## config.mk

```make
export PLATFORM = sky130hd
export DESIGN_NAME = calendar_seconds_converter_top
export DESIGN_NICKNAME = d
export VERILOG_FILES = /design/src/rtl/core/csc_pkg.sv /design/src/rtl/core/csc_div.sv /design/src/rtl/core/csc_datapath.sv /design/src/rtl/core/csc_ctrl.sv /design/src/rtl/core/calendar_seconds_converter_top.sv
export SDC_FILE = /design/constraint.sdc
export NUM_CORES = 2
export LEC_CHECK = 0
export BUFFER_PORTS_ARGS = -buffer_cell sky130_fd_sc_hd__buf_2
export CAP_MARGIN = 20
export CORE_MARGIN = 2
export CORE_UTILIZATION = 55
export CTS_CLUSTER_DIAMETER = 50
export DETAILED_ROUTE_END_ITERATION = 8
export PLACE_DENSITY_LB_ADDON = 0.08
export SYNTH_ARGS = -nofsm -noshare
export SYNTH_HDL_FRONTEND = slang
export SYNTH_SLANG_ARGS = --single-unit
```

## constraint.sdc

```tcl
create_clock -name clk_i -period 13.14 [get_ports clk_i]
set_clock_uncertainty 0.2 [all_clocks]
set_input_delay 0.657 -clock clk_i [delete_from_list [all_inputs] [get_ports clk_i]]
set_output_delay 0.657 -clock clk_i [all_outputs]
set_load 0.05 [all_outputs]
```

## src/rtl/core/csc_pkg.sv

```systemverilog
`timescale 1ns / 1ps
`default_nettype none

package csc_pkg;

  localparam logic [31:0] SecsPerDay   = 32'd86400;
  localparam logic [16:0] DivDay       = 17'd86400;
  localparam logic [16:0] DivGroup     = 17'd1461;
  localparam logic [16:0] DivHour      = 17'd3600;
  localparam logic [16:0] DivMinute    = 17'd60;
  localparam logic [11:0] YearFirst    = 12'd1970;
  localparam logic [11:0] YearLast     = 12'd2099;
  localparam logic [11:0] YearBase     = 12'd1969;
  localparam logic [15:0] DaysPerYear  = 16'd365;
  localparam logic [31:0] SecsPerHour  = 32'd3600;
  localparam logic [31:0] SecsPerMin   = 32'd60;

  // Reciprocals for quotient = (x * recip) >> shift
  localparam logic [25:0] RecipDay     = 26'd50903317;  // x = dividend >> 7, shift 35
  localparam logic [25:0] RecipGroup   = 26'd91868;     // x = dividend, shift 27
  localparam logic [25:0] RecipHour    = 26'd9321;      // x = dividend >> 4, shift 21
  localparam logic [25:0] RecipMinute  = 26'd1093;      // x = dividend >> 2, shift 14

  // Which division the shared divider performs
  typedef enum logic [1:0] {
    SEL_DAY  = 2'd0,
    SEL_GRP  = 2'd1,
    SEL_HOUR = 2'd2,
    SEL_MIN  = 2'd3
  } csc_div_sel_e;

  typedef struct packed {
    logic         load;
    logic         c0_days;
    logic         c0_mul;
    logic         c0_sum;
    logic         div_start;
    logic         div_take;
    csc_div_sel_e div_sel;
    logic         yr_step;
    logic         mon_step;
    logic         out_load;
  } csc_cmd_t;

  typedef struct packed {
    logic div_done;
    logic yr_more;
    logic mon_more;
  } csc_sts_t;

  // Days before the first of a month (index is month - 1) in a common year
  function automatic logic [8:0] days_before_month(input logic [3:0] idx);
    logic [8:0] d;
    case (idx)
      4'd0:    d = 9'd0;
      4'd1:    d = 9'd31;
      4'd2:    d = 9'd59;
      4'd3:    d = 9'd90;
      4'd4:    d = 9'd120;
      4'd5:    d = 9'd151;
      4'd6:    d = 9'd181;
      4'd7:    d = 9'd212;
      4'd8:    d = 9'd243;
      4'd9:    d = 9'd273;
      4'd10:   d = 9'd304;
      4'd11:   d = 9'd334;
      default: d = 9'd0;
    endcase
    return d;
  endfunction

  // Length of a month (index 0 is January)
  function automatic logic [4:0] month_len(input logic [3:0] idx, input logic leap);
    logic [4:0] l;
    case (idx) inside
      4'd1:                   l = leap ? 5'd29 : 5'd28;
      4'd3, 4'd5, 4'd8, 4'd10: l = 5'd30;
      default:                l = 5'd31;
    endcase
    return l;
  endfunction

endpackage

`default_nettype wire

```

## src/rtl/core/csc_div.sv

```systemverilog
`timescale 1ns / 1ps
`default_nettype none

// Division by one of four constant divisors through a reciprocal multiply.
// Steps after start: multiply, take the quotient, form the remainder.
module csc_div
  import csc_pkg::*;
(
  input  wire logic         clk_i,
  input  wire logic         rst_ni,
  input  wire logic         start_i,
  input  wire csc_div_sel_e sel_i,
  input  wire logic [31:0]  dividend_i,
  output logic              done_o,
  output logic [15:0]       quot_o,
  output logic [16:0]       rem_o
);

  localparam logic [1:0] StepIdle = 2'd0;
  localparam logic [1:0] StepRem  = 2'd1;
  localparam logic [1:0] StepQuo  = 2'd2;
  localparam logic [1:0] StepMul  = 2'd3;

  logic [1:0]   step_q, step_d;
  logic         done_q, done_d;
  csc_div_sel_e sel_q;
  logic [31:0]  dvd_q;
  logic [50:0]  prod_q;
  logic [15:0]  quo_q;
  logic [16:0]  rem_q;
  logic [24:0]  mul_a;
  logic [25:0]  mul_b;
  logic [15:0]  quo_calc;
  logic [16:0]  dsr;

  // x drops the divisor's power-of-two factor; the reciprocal error stays
  // below one over each dividend's range, so the quotient is exact
  always_comb begin
    case (sel_q)
      SEL_DAY: begin
        mul_a    = dvd_q[31:7];
        mul_b    = RecipDay;
        quo_calc = prod_q[50:35];
        dsr      = DivDay;
      end
      SEL_GRP: begin
        mul_a    = {9'b0, dvd_q[15:0]};
        mul_b    = RecipGroup;
        quo_calc = prod_q[42:27];
        dsr      = DivGroup;
      end
      SEL_HOUR: begin
        mul_a    = {12'b0, dvd_q[16:4]};
        mul_b    = RecipHour;
        quo_calc = prod_q[36:21];
        dsr      = DivHour;
      end
      default: begin
        mul_a    = {15'b0, dvd_q[11:2]};
        mul_b    = RecipMinute;
        quo_calc = prod_q[29:14];
        dsr      = DivMinute;
      end
    endcase
  end

  always_comb begin
    step_d = step_q;
    done_d = done_q;
    if (start_i) begin
      step_d = StepMul;
      done_d = 1'b0;
    end else if (step_q != StepIdle) begin
      step_d = step_q - 2'd1;
      if (step_q == StepRem) begin
        done_d = 1'b1;
      end
    end
  end

  always_ff @(posedge clk_i or negedge rst_ni) begin
    if (!rst_ni) begin
      step_q <= StepIdle;
      done_q <= 1'b0;
    end else begin
      step_q <= step_d;
      done_q <= done_d;
    end
  end

  always_ff @(posedge clk_i) begin
    if (start_i) begin
      dvd_q <= dividend_i;
      sel_q <= sel_i;
    end
    if (step_q == StepMul) begin
      prod_q <= {26'b0, mul_a} * {25'b0, mul_b};
    end
    if (step_q == StepQuo) begin
      quo_q <= quo_calc;
    end
    if (step_q == StepRem) begin
      rem_q <= 17'(dvd_q - ({16'b0, quo_q} * {15'b0, dsr}));
    end
  end

  assign done_o = done_q;
  assign quot_o = quo_q;
  assign rem_o  = rem_q;

endmodule

`default_nettype wire

```

## src/rtl/core/csc_datapath.sv

```systemverilog
`timescale 1ns / 1ps
`default_nettype none

module csc_datapath
  import csc_pkg::*;
(
  input  wire logic        clk_i,
  input  wire logic        rst_ni,
  input  wire csc_cmd_t    cmd_i,
  output csc_sts_t         sts_o,
  input  wire logic        command_i,
  input  wire logic [31:0] seconds_count_i,
  input  wire logic [11:0] year_i,
  input  wire logic [3:0]  month_i,
  input  wire logic [4:0]  day_i,
  input  wire logic [4:0]  hour_i,
  input  wire logic [5:0]  minute_i,
  input  wire logic [5:0]  second_i,
  output logic [31:0]      count_out_o,
  output logic [11:0]      year_out_o,
  output logic [3:0]       month_out_o,
  output logic [4:0]       day_out_o,
  output logic [4:0]       hour_out_o,
  output logic [5:0]       minute_out_o,
  output logic [5:0]       second_out_o,
  output logic             valid_res_o
);

  // captured transaction
  logic        cmd_q;
  logic        ok_q;
  logic [31:0] secs_q;
  logic [11:0] year_q;
  logic [3:0]  month_q;
  logic [4:0]  day_q;
  logic [4:0]  hour_q;
  logic [5:0]  minute_q;
  logic [5:0]  second_q;

  // working registers
  logic [15:0] days_q;
  logic [31:0] prod_q;
  logic [31:0] count_q;
  logic [16:0] sod_q;
  logic [5:0]  grp_q;
  logic [10:0] rem_q;
  logic [1:0]  yidx_q;
  logic [3:0]  midx_q;
  logic [4:0]  hr_q;
  logic [11:0] msec_q;
  logic [5:0]  mn_q;
  logic [5:0]  sc_q;

  // result registers
  logic [31:0] count_out_q;
  logic [11:0] year_out_q;
  logic [3:0]  month_out_q;
  logic [4:0]  day_out_q;
  logic [4:0]  hour_out_q;
  logic [5:0]  minute_out_q;
  logic [5:0]  second_out_q;
  logic        valid_res_q;

  logic        in_range;
  logic [11:0] yoff;
  logic [11:0] ydiff;
  logic        leap_fix;
  logic [15:0] days_calc;
  logic [31:0] sum_calc;
  logic        leap_yr;
  logic [8:0]  ylen;
  logic [4:0]  mlen;

  logic [31:0] div_dvd;
  logic        div_done;
  logic [15:0] div_quot;
  logic [16:0] div_rem;

  assign in_range = (year_i >= YearFirst) && (year_i <= YearLast) &&
                    (month_i >= 4'd1) && (month_i <= 4'd12);

  // calendar to count
  assign yoff     = year_q - YearFirst;
  assign ydiff    = year_q - YearBase;
  assign leap_fix = (year_q[1:0] == 2'd0) && (month_q >= 4'd3);
  assign days_calc = ({8'b0, yoff[7:0]} * DaysPerYear) + {6'b0, ydiff[11:2]}
                   + {7'b0, days_before_month(month_q - 4'd1)}
                   + {11'b0, day_q} + {15'b0, leap_fix};
  assign sum_calc = prod_q - SecsPerDay + ({27'b0, hour_q} * SecsPerHour)
                  + ({26'b0, minute_q} * SecsPerMin) + {26'b0, second_q};

  // count to calendar: third year of each group is the leap year
  assign leap_yr = (yidx_q == 2'd2);
  assign ylen    = leap_yr ? 9'd366 : 9'd365;
  assign mlen    = month_len(midx_q, leap_yr);

  assign sts_o.div_done = div_done;
  assign sts_o.yr_more  = (yidx_q != 2'd3) && (rem_q >= {2'b0, ylen});
  assign sts_o.mon_more = rem_q >= {6'b0, mlen};

  always_comb begin
    case (cmd_i.div_sel)
      SEL_DAY:  div_dvd = secs_q;
      SEL_GRP:  div_dvd = {16'b0, days_q};
      SEL_HOUR: div_dvd = {15'b0, sod_q};
      default:  div_dvd = {20'b0, msec_q};
    endcase
  end

  csc_div u_div (
    .clk_i      (clk_i),
    .rst_ni     (rst_ni),
    .start_i    (cmd_i.div_start),
    .sel_i      (cmd_i.div_sel),
    .dividend_i (div_dvd),
    .done_o     (div_done),
    .quot_o     (div_quot),
    .rem_o      (div_rem)
  );

  always_ff @(posedge clk_i) begin
    if (cmd_i.load) begin
      cmd_q    <= command_i;
      ok_q     <= in_range;
      secs_q   <= seconds_count_i;
      year_q   <= year_i;
      month_q  <= month_i;
      day_q    <= day_i;
      hour_q   <= hour_i;
      minute_q <= minute_i;
      second_q <= second_i;
    end
    if (cmd_i.c0_days) begin
      days_q <= days_calc;
    end
    if (cmd_i.c0_mul) begin
      prod_q <= {16'b0, days_q} * SecsPerDay;
    end
    if (cmd_i.c0_sum) begin
      count_q <= sum_calc;
    end
    if (cmd_i.div_take) begin
      case (cmd_i.div_sel)
        SEL_DAY: begin
          days_q <= div_quot;
          sod_q  <= div_rem;
        end
        SEL_GRP: begin
          grp_q  <= div_quot[5:0];
          rem_q  <= div_rem[10:0];
          yidx_q <= 2'd0;
          midx_q <= 4'd0;
        end
        SEL_HOUR: begin
          hr_q   <= div_quot[4:0];
          msec_q <= div_rem[11:0];
        end
        default: begin
          mn_q <= div_quot[5:0];
          sc_q <= div_rem[5:0];
        end
      endcase
    end
    if (cmd_i.yr_step) begin
      rem_q  <= rem_q - {2'b0, ylen};
      yidx_q <= yidx_q + 2'd1;
    end
    if (cmd_i.mon_step) begin
      rem_q  <= rem_q - {6'b0, mlen};
      midx_q <= midx_q + 4'd1;
    end
    if (cmd_i.out_load) begin
      if (!cmd_q) begin
        count_out_q  <= ok_q ? count_q : 32'd0;
        year_out_q   <= '0;
        month_out_q  <= '0;
        day_out_q    <= '0;
        hour_out_q   <= '0;
        minute_out_q <= '0;
        second_out_q <= '0;
        valid_res_q  <= ok_q;
      end else begin
        count_out_q  <= '0;
        year_out_q   <= YearFirst + {4'b0, grp_q, 2'b0} + {10'b0, yidx_q};
        month_out_q  <= midx_q + 4'd1;
        day_out_q    <= rem_q[4:0] + 5'd1;
        hour_out_q   <= hr_q;
        minute_out_q <= mn_q;
        second_out_q <= sc_q;
        valid_res_q  <= 1'b1;
      end
    end
  end

  assign count_out_o  = count_out_q;
  assign year_out_o   = year_out_q;
  assign month_out_o  = month_out_q;
  assign day_out_o    = day_out_q;
  assign hour_out_o   = hour_out_q;
  assign minute_out_o = minute_out_q;
  assign second_out_o = second_out_q;
  assign valid_res_o  = valid_res_q;

endmodule

`default_nettype wire

```

## src/rtl/core/csc_ctrl.sv

```systemverilog
`timescale 1ns / 1ps
`default_nettype none

module csc_ctrl
  import csc_pkg::*;
(
  input  wire logic     clk_i,
  input  wire logic     rst_ni,
  input  wire logic     in_valid_i,
  output logic          in_ready_o,
  input  wire logic     command_i,
  output logic          out_valid_o,
  input  wire logic     out_ready_i,
  output csc_cmd_t      cmd_o,
  input  wire csc_sts_t sts_i
);

  localparam logic [3:0] S_IDLE      = 4'd0;
  localparam logic [3:0] S_C0_DAYS   = 4'd1;
  localparam logic [3:0] S_C0_MUL    = 4'd2;
  localparam logic [3:0] S_C0_SUM    = 4'd3;
  localparam logic [3:0] S_DAY_GO    = 4'd4;
  localparam logic [3:0] S_DAY_WAIT  = 4'd5;
  localparam logic [3:0] S_GRP_GO    = 4'd6;
  localparam logic [3:0] S_GRP_WAIT  = 4'd7;
  localparam logic [3:0] S_YEAR      = 4'd8;
  localparam logic [3:0] S_MON       = 4'd9;
  localparam logic [3:0] S_HOUR_GO   = 4'd10;
  localparam logic [3:0] S_HOUR_WAIT = 4'd11;
  localparam logic [3:0] S_MIN_GO    = 4'd12;
  localparam logic [3:0] S_MIN_WAIT  = 4'd13;
  localparam logic [3:0] S_DONE      = 4'd14;

  logic [3:0] state_q, state_d;
  logic       out_valid_q, out_valid_d;

  always_comb begin
    state_d = state_q;
    cmd_o   = '0;
    cmd_o.div_sel = SEL_DAY;
    unique case (state_q)
      S_IDLE: begin
        if (in_valid_i) begin
          cmd_o.load = 1'b1;
          state_d    = command_i ? S_DAY_GO : S_C0_DAYS;
        end
      end
      S_C0_DAYS: begin
        cmd_o.c0_days = 1'b1;
        state_d       = S_C0_MUL;
      end
      S_C0_MUL: begin
        cmd_o.c0_mul = 1'b1;
        state_d      = S_C0_SUM;
      end
      S_C0_SUM: begin
        cmd_o.c0_sum = 1'b1;
        state_d      = S_DONE;
      end
      S_DAY_GO: begin
        cmd_o.div_start = 1'b1;
        state_d         = S_DAY_WAIT;
      end
      S_DAY_WAIT: begin
        if (sts_i.div_done) begin
          cmd_o.div_take = 1'b1;
          state_d        = S_GRP_GO;
        end
      end
      S_GRP_GO: begin
        cmd_o.div_sel   = SEL_GRP;
        cmd_o.div_start = 1'b1;
        state_d         = S_GRP_WAIT;
      end
      S_GRP_WAIT: begin
        cmd_o.div_sel = SEL_GRP;
        if (sts_i.div_done) begin
          cmd_o.div_take = 1'b1;
          state_d        = S_YEAR;
        end
      end
      S_YEAR: begin
        if (sts_i.yr_more) begin
          cmd_o.yr_step = 1'b1;
        end else begin
          state_d = S_MON;
        end
      end
      S_MON: begin
        if (sts_i.mon_more) begin
          cmd_o.mon_step = 1'b1;
        end else begin
          state_d = S_HOUR_GO;
        end
      end
      S_HOUR_GO: begin
        cmd_o.div_sel   = SEL_HOUR;
        cmd_o.div_start = 1'b1;
        state_d         = S_HOUR_WAIT;
      end
      S_HOUR_WAIT: begin
        cmd_o.div_sel = SEL_HOUR;
        if (sts_i.div_done) begin
          cmd_o.div_take = 1'b1;
          state_d        = S_MIN_GO;
        end
      end
      S_MIN_GO: begin
        cmd_o.div_sel   = SEL_MIN;
        cmd_o.div_start = 1'b1;
        state_d         = S_MIN_WAIT;
      end
      S_MIN_WAIT: begin
        cmd_o.div_sel = SEL_MIN;
        if (sts_i.div_done) begin
          cmd_o.div_take = 1'b1;
          state_d        = S_DONE;
        end
      end
      S_DONE: begin
        // result register free, or emptied this cycle
        if (!out_valid_q || out_ready_i) begin
          cmd_o.out_load = 1'b1;
          state_d        = S_IDLE;
        end
      end
      default: begin
        state_d = S_IDLE;
      end
    endcase
  end

  always_comb begin
    out_valid_d = out_valid_q;
    if (cmd_o.out_load) begin
      out_valid_d = 1'b1;
    end else if (out_ready_i) begin
      out_valid_d = 1'b0;
    end
  end

  always_ff @(posedge clk_i or negedge rst_ni) begin
    if (!rst_ni) begin
      state_q     <= S_IDLE;
      out_valid_q <= 1'b0;
    end else begin
      state_q     <= state_d;
      out_valid_q <= out_valid_d;
    end
  end

  assign in_ready_o  = (state_q == S_IDLE);
  assign out_valid_o = out_valid_q;

endmodule

`default_nettype wire

```

## src/rtl/core/calendar_seconds_converter_top.sv

```systemverilog
`timescale 1ns / 1ps
`default_nettype none

// Calendar date/time <-> seconds since 1970-01-01 00:00, years 1970..2099.
// Input channel (in_valid_i/in_ready_o) carries command_i and both operand
// sets; command 0 turns the calendar fields into a count, command 1 turns
// seconds_count_i into a calendar date. Output channel (out_valid_o/
// out_ready_i) returns one result transaction per input transaction.
// One transaction is processed at a time; in_ready_o is high while idle.
// From acceptance to out_valid_o, command 0 computes the days,
// multiplies them by 86400, forms the sum and hands off. Command 1 runs
// four constant divisions (each a start, three reciprocal-multiply
// steps and a take), a year walk, a month walk and the hand-off. The next
// transaction is accepted in the cycle after the hand-off, so the block
// never takes a new transaction while one is still in work.
// The result sits in an output register; a new transaction is accepted
// while it waits, and a finished one waits until that register is free,
// so a stalled receiver only holds back the hand-off, never loses data.
// Reset (rst_ni low, asynchronous) returns the controller to idle and
// drops out_valid_o.
module calendar_seconds_converter_top
  import csc_pkg::*;
(
  input  wire logic        clk_i,
  input  wire logic        rst_ni,
  input  wire logic        in_valid_i,
  output logic             in_ready_o,
  input  wire logic        command_i,
  input  wire logic [31:0] seconds_count_i,
  input  wire logic [11:0] year_i,
  input  wire logic [3:0]  month_i,
  input  wire logic [4:0]  day_i,
  input  wire logic [4:0]  hour_i,
  input  wire logic [5:0]  minute_i,
  input  wire logic [5:0]  second_i,
  output logic             out_valid_o,
  input  wire logic        out_ready_i,
  output logic [31:0]      count_out_o,
  output logic [11:0]      year_out_o,
  output logic [3:0]       month_out_o,
  output logic [4:0]       day_out_o,
  output logic [4:0]       hour_out_o,
  output logic [5:0]       minute_out_o,
  output logic [5:0]       second_out_o,
  output logic             valid_res_o
);

  csc_cmd_t cmd;
  csc_sts_t sts;

  csc_ctrl u_ctrl (
    .clk_i       (clk_i),
    .rst_ni      (rst_ni),
    .in_valid_i  (in_valid_i),
    .in_ready_o  (in_ready_o),
    .command_i   (command_i),
    .out_valid_o (out_valid_o),
    .out_ready_i (out_ready_i),
    .cmd_o       (cmd),
    .sts_i       (sts)
  );

  csc_datapath u_datapath (
    .clk_i           (clk_i),
    .rst_ni          (rst_ni),
    .cmd_i           (cmd),
    .sts_o           (sts),
    .command_i       (command_i),
    .seconds_count_i (seconds_count_i),
    .year_i          (year_i),
    .month_i         (month_i),
    .day_i           (day_i),
    .hour_i          (hour_i),
    .minute_i        (minute_i),
    .second_i        (second_i),
    .count_out_o     (count_out_o),
    .year_out_o      (year_out_o),
    .month_out_o     (month_out_o),
    .day_out_o       (day_out_o),
    .hour_out_o      (hour_out_o),
    .minute_out_o    (minute_out_o),
    .second_out_o    (second_out_o),
    .valid_res_o     (valid_res_o)
  );

endmodule

`default_nettype wire
```

### Word-level counts from Yosys, hierarchy flattened

Memory sizes are Yosys's and may differ from the RTL's.
Cells that the tools add are included.

| storage, ports and cells | value |
|---|---|
| bits of input ports | 75 |
| memory bits (read-only) | 144 |
| logic and storage cells | 202 |
| register bits | 411 |
| output and inout port bits | 73 |
| memories kept | 1 |

| cells by class | value |
|---|---|
| reduce and logical (&&, ||, !) cells | 38 |
| bitwise gates (word level) | 2 |
| eq/ne operators | 36 |
| $lt $le $gt $ge | 7 |
| mux-type cells | 54 |
| $add $sub $neg | 20 |
| multipliers | 6 |

Memory list:

| memory | words | width | read ports | clocked after memory_dff | wr ports | line | RTL |
|---|---|---|---|---|---|---|---|
| (name not given) | 16 | 9 | 1 | 0 | 0 | csc_pkg.sv:54 | `case (idx)` |

Operators by type and width:

| kind | count |
|---|---|
| $pmux W32 S3 | 1 |
| $pmux W26 S3 | 1 |
| $pmux W25 S3 | 1 |
| $pmux W4 S15 | 1 |
| $mul A25 B26 Y51 | 1 |
| $pmux W17 S3 | 1 |
| $mux W16 | 3 |
| $pmux W16 S3 | 1 |
| $mux W11 | 4 |
| $mux W4 | 11 |
| $eq A4 B4 Y1 const B | 9 |
| $add A32 B12 Y32 | 1 |
| $add A32 B17 Y32 | 1 |
| $add A32 B6 Y32 | 1 |
| $sub A32 B17 Y32 const B | 1 |
| $mul A16 B10 Y25 const B | 1 |
| $mux W1 | 21 |
| $eq A4 B3 Y1 const B | 5 |
| $mul A16 B17 Y17 | 1 |
| $sub A17 B17 Y17 | 1 |
| $add A16 B1 Y16 | 1 |
| $add A16 B10 Y16 | 1 |
| $add A16 B5 Y16 | 1 |
| $add A16 B9 Y16 | 1 |
| 44 further kinds | 92 |

### Logic depth before layout (Yosys ltp)

| logic depth | value |
|---|---|
| word-level depth | 9 |
| depth in mapped cells | 34 |
| gate-level depth less buffers | 32 |

### By module

Synthesis repeated with hierarchy kept, for this count alone.

| unflattened totals | value |
|---|---|
| cells, all modules | 4052 |
| area, all modules | 43325.3 um2 |

By module, submodules not included:

| module | times used | area each (um2) | sequential area each (um2) | cells each |
|---|---|---|---|---|
| csc_div | 1 | 23563.8 | 3198.1 | 2339 |
| csc_datapath | 1 | 19252.2 | 8398.1 | 1654 |
| csc_ctrl | 1 | 509.2 | 125.1 | 59 |

### Least setup slack after synthesis

No wires, ideal clock.

| timing path | value |
|---|---|
| path type | register to register |
| start | register u_datapath.u_div.sel_q[0] |
| end | register u_datapath.u_div.prod_q[50], data pin |
| setup slack | 3.979 ns |
| buffers on the path | 5 |
| cell stages (with the launch flop) | 34 |
| period minus slack after synthesis | 9.161 ns |
| setup time | 0.260 ns |
| data required time | 12.680 ns |
| data arrival time | 8.701 ns |
| cells stage by stage | edfxtp_1 inv_1 ha_1 clkbuf_1 buf_1 buf_1 clkbuf_1 buf_1 nand2_1 inv_1 fa_1 inv_1 fa_1 fa_1 inv_1 fa_1 inv_1 fa_1 inv_1 fa_1 inv_1 fa_1 inv_1 ha_1 a21o_1 a21o_1 a2111oi_0 nand3_2 a211oi_2 o31ai_2 a21oi_4 nor2_1 o41a_1 xnor2_1 |

| between the ends | value |
|---|---|
| longest elaborated chain between the ends | 3 |
| elaborated cells on any way between the ends | 6 |
| classes of those cells | 1 x mul; 2 x eq/ne; 2 x mux; 1 x reduce/logical |

Ends and longest elaborated chain:

| element | line | RTL |
|---|---|---|
| start, declared | csc_div.sv:26 | `csc_div_sel_e sel_q;` |
| start signal, assigned | csc_div.sv:94 | `sel_q <= sel_i;` |
| $eq A2 B2 Y1, or another cell as far along | csc_div.sv:39 | `case (sel_q)` |
| $pmux W25 S3 / $pmux W26 S3 (equally long branches) | csc_div.sv:39 |  |
| $mul A25 B26 Y51 * | csc_div.sv:97 | `prod_q <= {26'b0, mul_a} * {25'b0, mul_b};` |
| end signal, assigned | csc_div.sv:97 |  |
| end, declared | csc_div.sv:28 | `logic [50:0] prod_q;` |

Every way passes the cells marked *; elsewhere a longest branch is shown, timed or not.
A chain may end at the register's enable or synchronous reset.

### Worst setup path after layout

Ends and elaborated chain as after synthesis.

==> run_summary.xml <==
<?xml version="1.0" encoding="UTF-8"?>
<metrics>
  <group name="clock_network">
    <metric name="cts.root.buffer_cell" unit="">sky130_fd_sc_hd__clkbuf_16</metric>
    <metric name="clk_transition_reported_paths" unit="ps">60</metric>
    <metric name="clkLatencyLatePin" unit="ps">650</metric>
    <metric name="htree_num_levels" unit="">2</metric>
    <metric name="tritoncts" unit="">yes</metric>
    <metric name="cts_buffers" unit="">57</metric>
    <metric name="max-clock-path-buffers" unit="">3</metric>
    <metric name="tritoncts_num_sinks" unit="">397</metric>
  </group>
  <group name="grt">
    <metric name="global_route.usage.total" unit="%">27.5</metric>
    <metric name="grt_max_degree" unit="">54</metric>
    <metric name="grt_first_pass_wirelength" unit="um">165000</metric>
    <metric name="first_global_vias" unit="">29300</metric>
    <metric name="grt_antenna_before_repair" unit="">4</metric>
    <metric name="grt_overflow" unit="">0</metric>
  </group>
  <group name="placed_design">
    <metric name="place.gp.congestion" unit="">0.969</metric>
    <metric name="numPortBuffers" unit="">147</metric>
    <metric name="post-dp-hpwl" unit="um">86600</metric>
  </group>
  <group name="drt">
    <metric name="dr.pass1.iters" unit="">9</metric>
    <metric name="drc" unit="">0</metric>
    <metric name="route.detailed.vias_per_inst" unit="">5.33</metric>
    <metric name="detail_route.wl_per_cell" unit="um">20.0</metric>
    <metric name="routed_wirelength" unit="um">105000</metric>
    <metric name="vias" unit="">27900</metric>
    <metric name="drt.antenna.violating_nets" unit="">0</metric>
    <metric name="drtIter0Drc" unit="">1736</metric>
  </group>
  <group name="setup_path">
    <metric name="start_kind" unit="">flip-flop</metric>
    <metric name="arrival_time_at_the_worst_endpoint" unit="ps">10110</metric>
    <metric name="path_delay_family" unit="">adder cells</metric>
    <metric name="timing.critical_path.to_type" unit="">flip-flop</metric>
    <metric name="worstSetupPathType" unit="">flip-flop to flip-flop</metric>
    <metric name="crit_path_top_delay_cell" unit="">sky130_fd_sc_hd__edfxtp_1</metric>
    <metric name="timing.critical_path.required" unit="ps">13320</metric>
    <metric name="largest_fanout_of_any_net_on_the_critical_path" unit="">44</metric>
    <metric name="cp_slowest_stage_delay" unit="ps">670</metric>
    <metric name="critical_path.n_buffers_inverters" unit="">9</metric>
    <metric name="critPathMostFrequentCell" unit="">sky130_fd_sc_hd__inv_1</metric>
  </group>
  <group name="cells_and_area">
    <metric name="mostFrequentLayoutCells" unit="">sky130_fd_sc_hd__inv_1 (898), sky130_fd_sc_hd__ha_1 (591), sky130_fd_sc_hd__fa_1 (540)</metric>
    <metric name="diodes" unit="">0</metric>
    <metric name="number_of_fill_cells" unit="">6382</metric>
    <metric name="design.final.nets" unit="">5363</metric>
    <metric name="drive_above_1_share" unit="%">7.37</metric>
    <metric name="area_delta_synth_final" unit="%">10.3</metric>
    <metric name="layout.cells.most_common" unit="">sky130_fd_sc_hd__inv_1</metric>
  </group>
  <group name="synth">
    <metric name="post-synth-top-area-cell" unit="">sky130_fd_sc_hd__edfxtp_1</metric>
    <metric name="syn-num-nets" unit="">5167</metric>
    <metric name="postSynthAreaPerCell" unit="sq um">10.7</metric>
    <metric name="synth_ff_type" unit="">sky130_fd_sc_hd__edfxtp_1</metric>
    <metric name="ys_warn_count" unit="">0</metric>
    <metric name="synth_seq_cells" unit="">397</metric>
    <metric name="netlist-cell-type-count" unit="">75</metric>
    <metric name="yosysSeqAreaShare" unit="%">27.7</metric>
    <metric name="synth_top_cells_by_area" unit="">sky130_fd_sc_hd__edfxtp_1 (26%), sky130_fd_sc_hd__fa_1 (26%), sky130_fd_sc_hd__ha_1 (18%)</metric>
    <metric name="cells_after_synth" unit="">3959</metric>
    <metric name="synth_edf_count" unit="">373</metric>
    <metric name="yosys.area.top_type_share" unit="%">26.5</metric>
    <metric name="synth_async_sr_flop_share" unit="%">2.02</metric>
    <metric name="synthesis.area" unit="sq mm">0.0423</metric>
  </group>
  <group name="job">
    <metric name="drv_cap" unit="">0</metric>
  </group>
  <group name="floorplanning">
    <metric name="die-width" unit="um">281</metric>
    <metric name="vertical_die_dimension" unit="um">281</metric>
    <metric name="initial_core_util" unit="%">55.7</metric>
    <metric name="io_pins" unit="">148</metric>
    <metric name="die-area" unit="sq mm">0.0792</metric>
    <metric name="rows" unit="">101</metric>
    <metric name="core_box_area" unit="sq mm">0.0761</metric>
  </group>
  <group name="timing">
    <metric name="slew_violations" unit="">0</metric>
    <metric name="timing.setup.tns" unit="ps">0</metric>
    <metric name="setup-violations-final" unit="">0</metric>
    <metric name="grt_setup_unrepaired" unit="">no</metric>
    <metric name="report.final.hold_viol_count" unit="">0</metric>
    <metric name="worst_pin_slew" unit="ps">1080</metric>
    <metric name="clock.fmax" unit="MHz">101</metric>
    <metric name="period_needed" unit="ps">9930</metric>
    <metric name="max-slew-margin-rel" unit="%">27.7</metric>
    <metric name="finalCritPeriodShare" unit="%">75.6</metric>
  </group>
  <group name="status">
    <metric name="run_status" unit="">complete, no violations</metric>
  </group>
  <group name="min_path">
    <metric name="min_path_type" unit="">input port to flip-flop</metric>
  </group>
</metrics>
==> sequential cells by signal, summed over array words and instances (netlist names), 11 cells and up <==
register,count
u_datapath.msec_q,12
u_datapath.u_div.dvd_q,32
u_datapath.days_q,16
u_datapath.rem_q,11
u_datapath.secs_q,32
u_datapath.count_out_o,32
u_datapath.prod_q,25
u_datapath.sod_q,17
u_datapath.year_out_o,12
u_datapath.year_q,12
u_datapath.u_div.quot_o,16
u_datapath.u_div.rem_o,17
u_datapath.count_q,32
u_datapath.u_div.prod_q,37
==> synth_stat cells, types with 11 or more instances <==
cell and instances:
sky130_fd_sc_hd__nand3_1 23, sky130_fd_sc_hd__dfxtp_1 16, sky130_fd_sc_hd__nor2b_1 42, sky130_fd_sc_hd__nand4_1 11, sky130_fd_sc_hd__clkbuf_1 78, sky130_fd_sc_hd__inv_1 898, sky130_fd_sc_hd__nor3_1 43, sky130_fd_sc_hd__a222oi_1 24
sky130_fd_sc_hd__a21o_1 43, sky130_fd_sc_hd__a22oi_1 28, sky130_fd_sc_hd__o21bai_1 21, sky130_fd_sc_hd__edfxtp_1 373, sky130_fd_sc_hd__xor2_1 60, sky130_fd_sc_hd__and3_1 14, sky130_fd_sc_hd__o21a_1 16, sky130_fd_sc_hd__ha_1 593
sky130_fd_sc_hd__a211oi_1 21, sky130_fd_sc_hd__nor2_1 189, sky130_fd_sc_hd__and2_1 159, sky130_fd_sc_hd__or2_2 15, sky130_fd_sc_hd__a31oi_1 17, sky130_fd_sc_hd__xnor2_1 126, sky130_fd_sc_hd__a21oi_1 182, sky130_fd_sc_hd__o22ai_1 22
sky130_fd_sc_hd__o21ai_0 65, sky130_fd_sc_hd__nand2_1 183, sky130_fd_sc_hd__fa_1 540, sky130_fd_sc_hd__nand2b_1 36
==> path summary, 6_finish.rpt <==
| check | startpoint | to | slack, ps | cells past startpoint |
|---|---|---|---|---|
| setup reg to reg | u_datapath.u_div.sel_q[0]$_DFFE_PN_ | u_datapath.u_div.prod_q[50]$_DFFE_PN_ | 3210 | 31 |
| hold / removal | seconds_count_i[19] | u_datapath.secs_q[19]$_DFFE_PP_ | 20 | 1 |
| min in group asynchronous | rst_ni | u_ctrl.state_q[1]$_DFFE_PN0P_ | 230 | 2 |
| max in group asynchronous | rst_ni | u_ctrl.state_q[1]$_DFFE_PN0P_ | 12300 | 2 |
| hold reg to reg | u_datapath.u_div.rem_o[15]$_DFFE_PP_ | u_datapath.sod_q[15]$_DFFE_PP_ | 220 | 0 |
| setup / recovery | u_datapath.u_div.sel_q[0]$_DFFE_PN_ | u_datapath.u_div.prod_q[50]$_DFFE_PN_ | 3210 | 31 |
==> timing repair <==
action | CTS | global route
setup endpoints to repair | 0 | 0
setup buffers | 0 | 0
hold buffers | 54 | 0
gates resized for setup | 0 | 0
hold endpoints to repair | 61 | 0
==> stage by stage <==
step                instances  cell area (sq um)  util (%)  hold slack, ps  worst slack, ps
floorplan                3959              42300         -             161             3980
global placement         5072              44200      58.2             203             3470
detailed placement       5072              44200      58.2             207             3300
CTS                      5234              46700      61.4           0.924             3310
global route             5234              46700      61.4            2.50             2730
finish                   5234              46700      61.4            25.0             3210
==> final cells by class <==
class                           count  area (sq um)  share of cell area, %
Sequential cell                   397         11700                   25.1
Clock inverter                     44           472                   1.01
Timing Repair Buffer              225          1460                   3.12
Inverter                          899          3370                   7.22
Clock buffer                       64          1450                   3.11
Tap cell                         1030          1290                   2.76
Multi-Input combinational cell   2575         26900                   57.7
==> per-layer routing <==
| layer | GRT usage [%] | vias up | part of all wire, % |
|---|---|---|---|
| met5 | 0 | - | 0.026 |
| met4 | 9.67 | 4 | 3.8 |
| met3 | 3.46 | 185 | 4.9 |
| met2 | 47.9 | 699 | 50 |
| met1 | 35.5 | 13800 | 41 |
| li1 | - | 13200 | - |
==> kinds of logic after synthesis <==
group	count (synthesis)	share of synthesized area, %
AOI/OAI and AO/OA	496	7.56
xor gates and xnor gates	186	3.85
adders and majority gates	1133	43.1
buffers and inverters	987	8.76
DFF	397	27.7
muxes	17	0.423
and+or+nand+nor	743	8.67
Power is left out: the tool's default activity adds up to more than one toggle a clock period on the data nets, which glitch-free logic cannot reach.
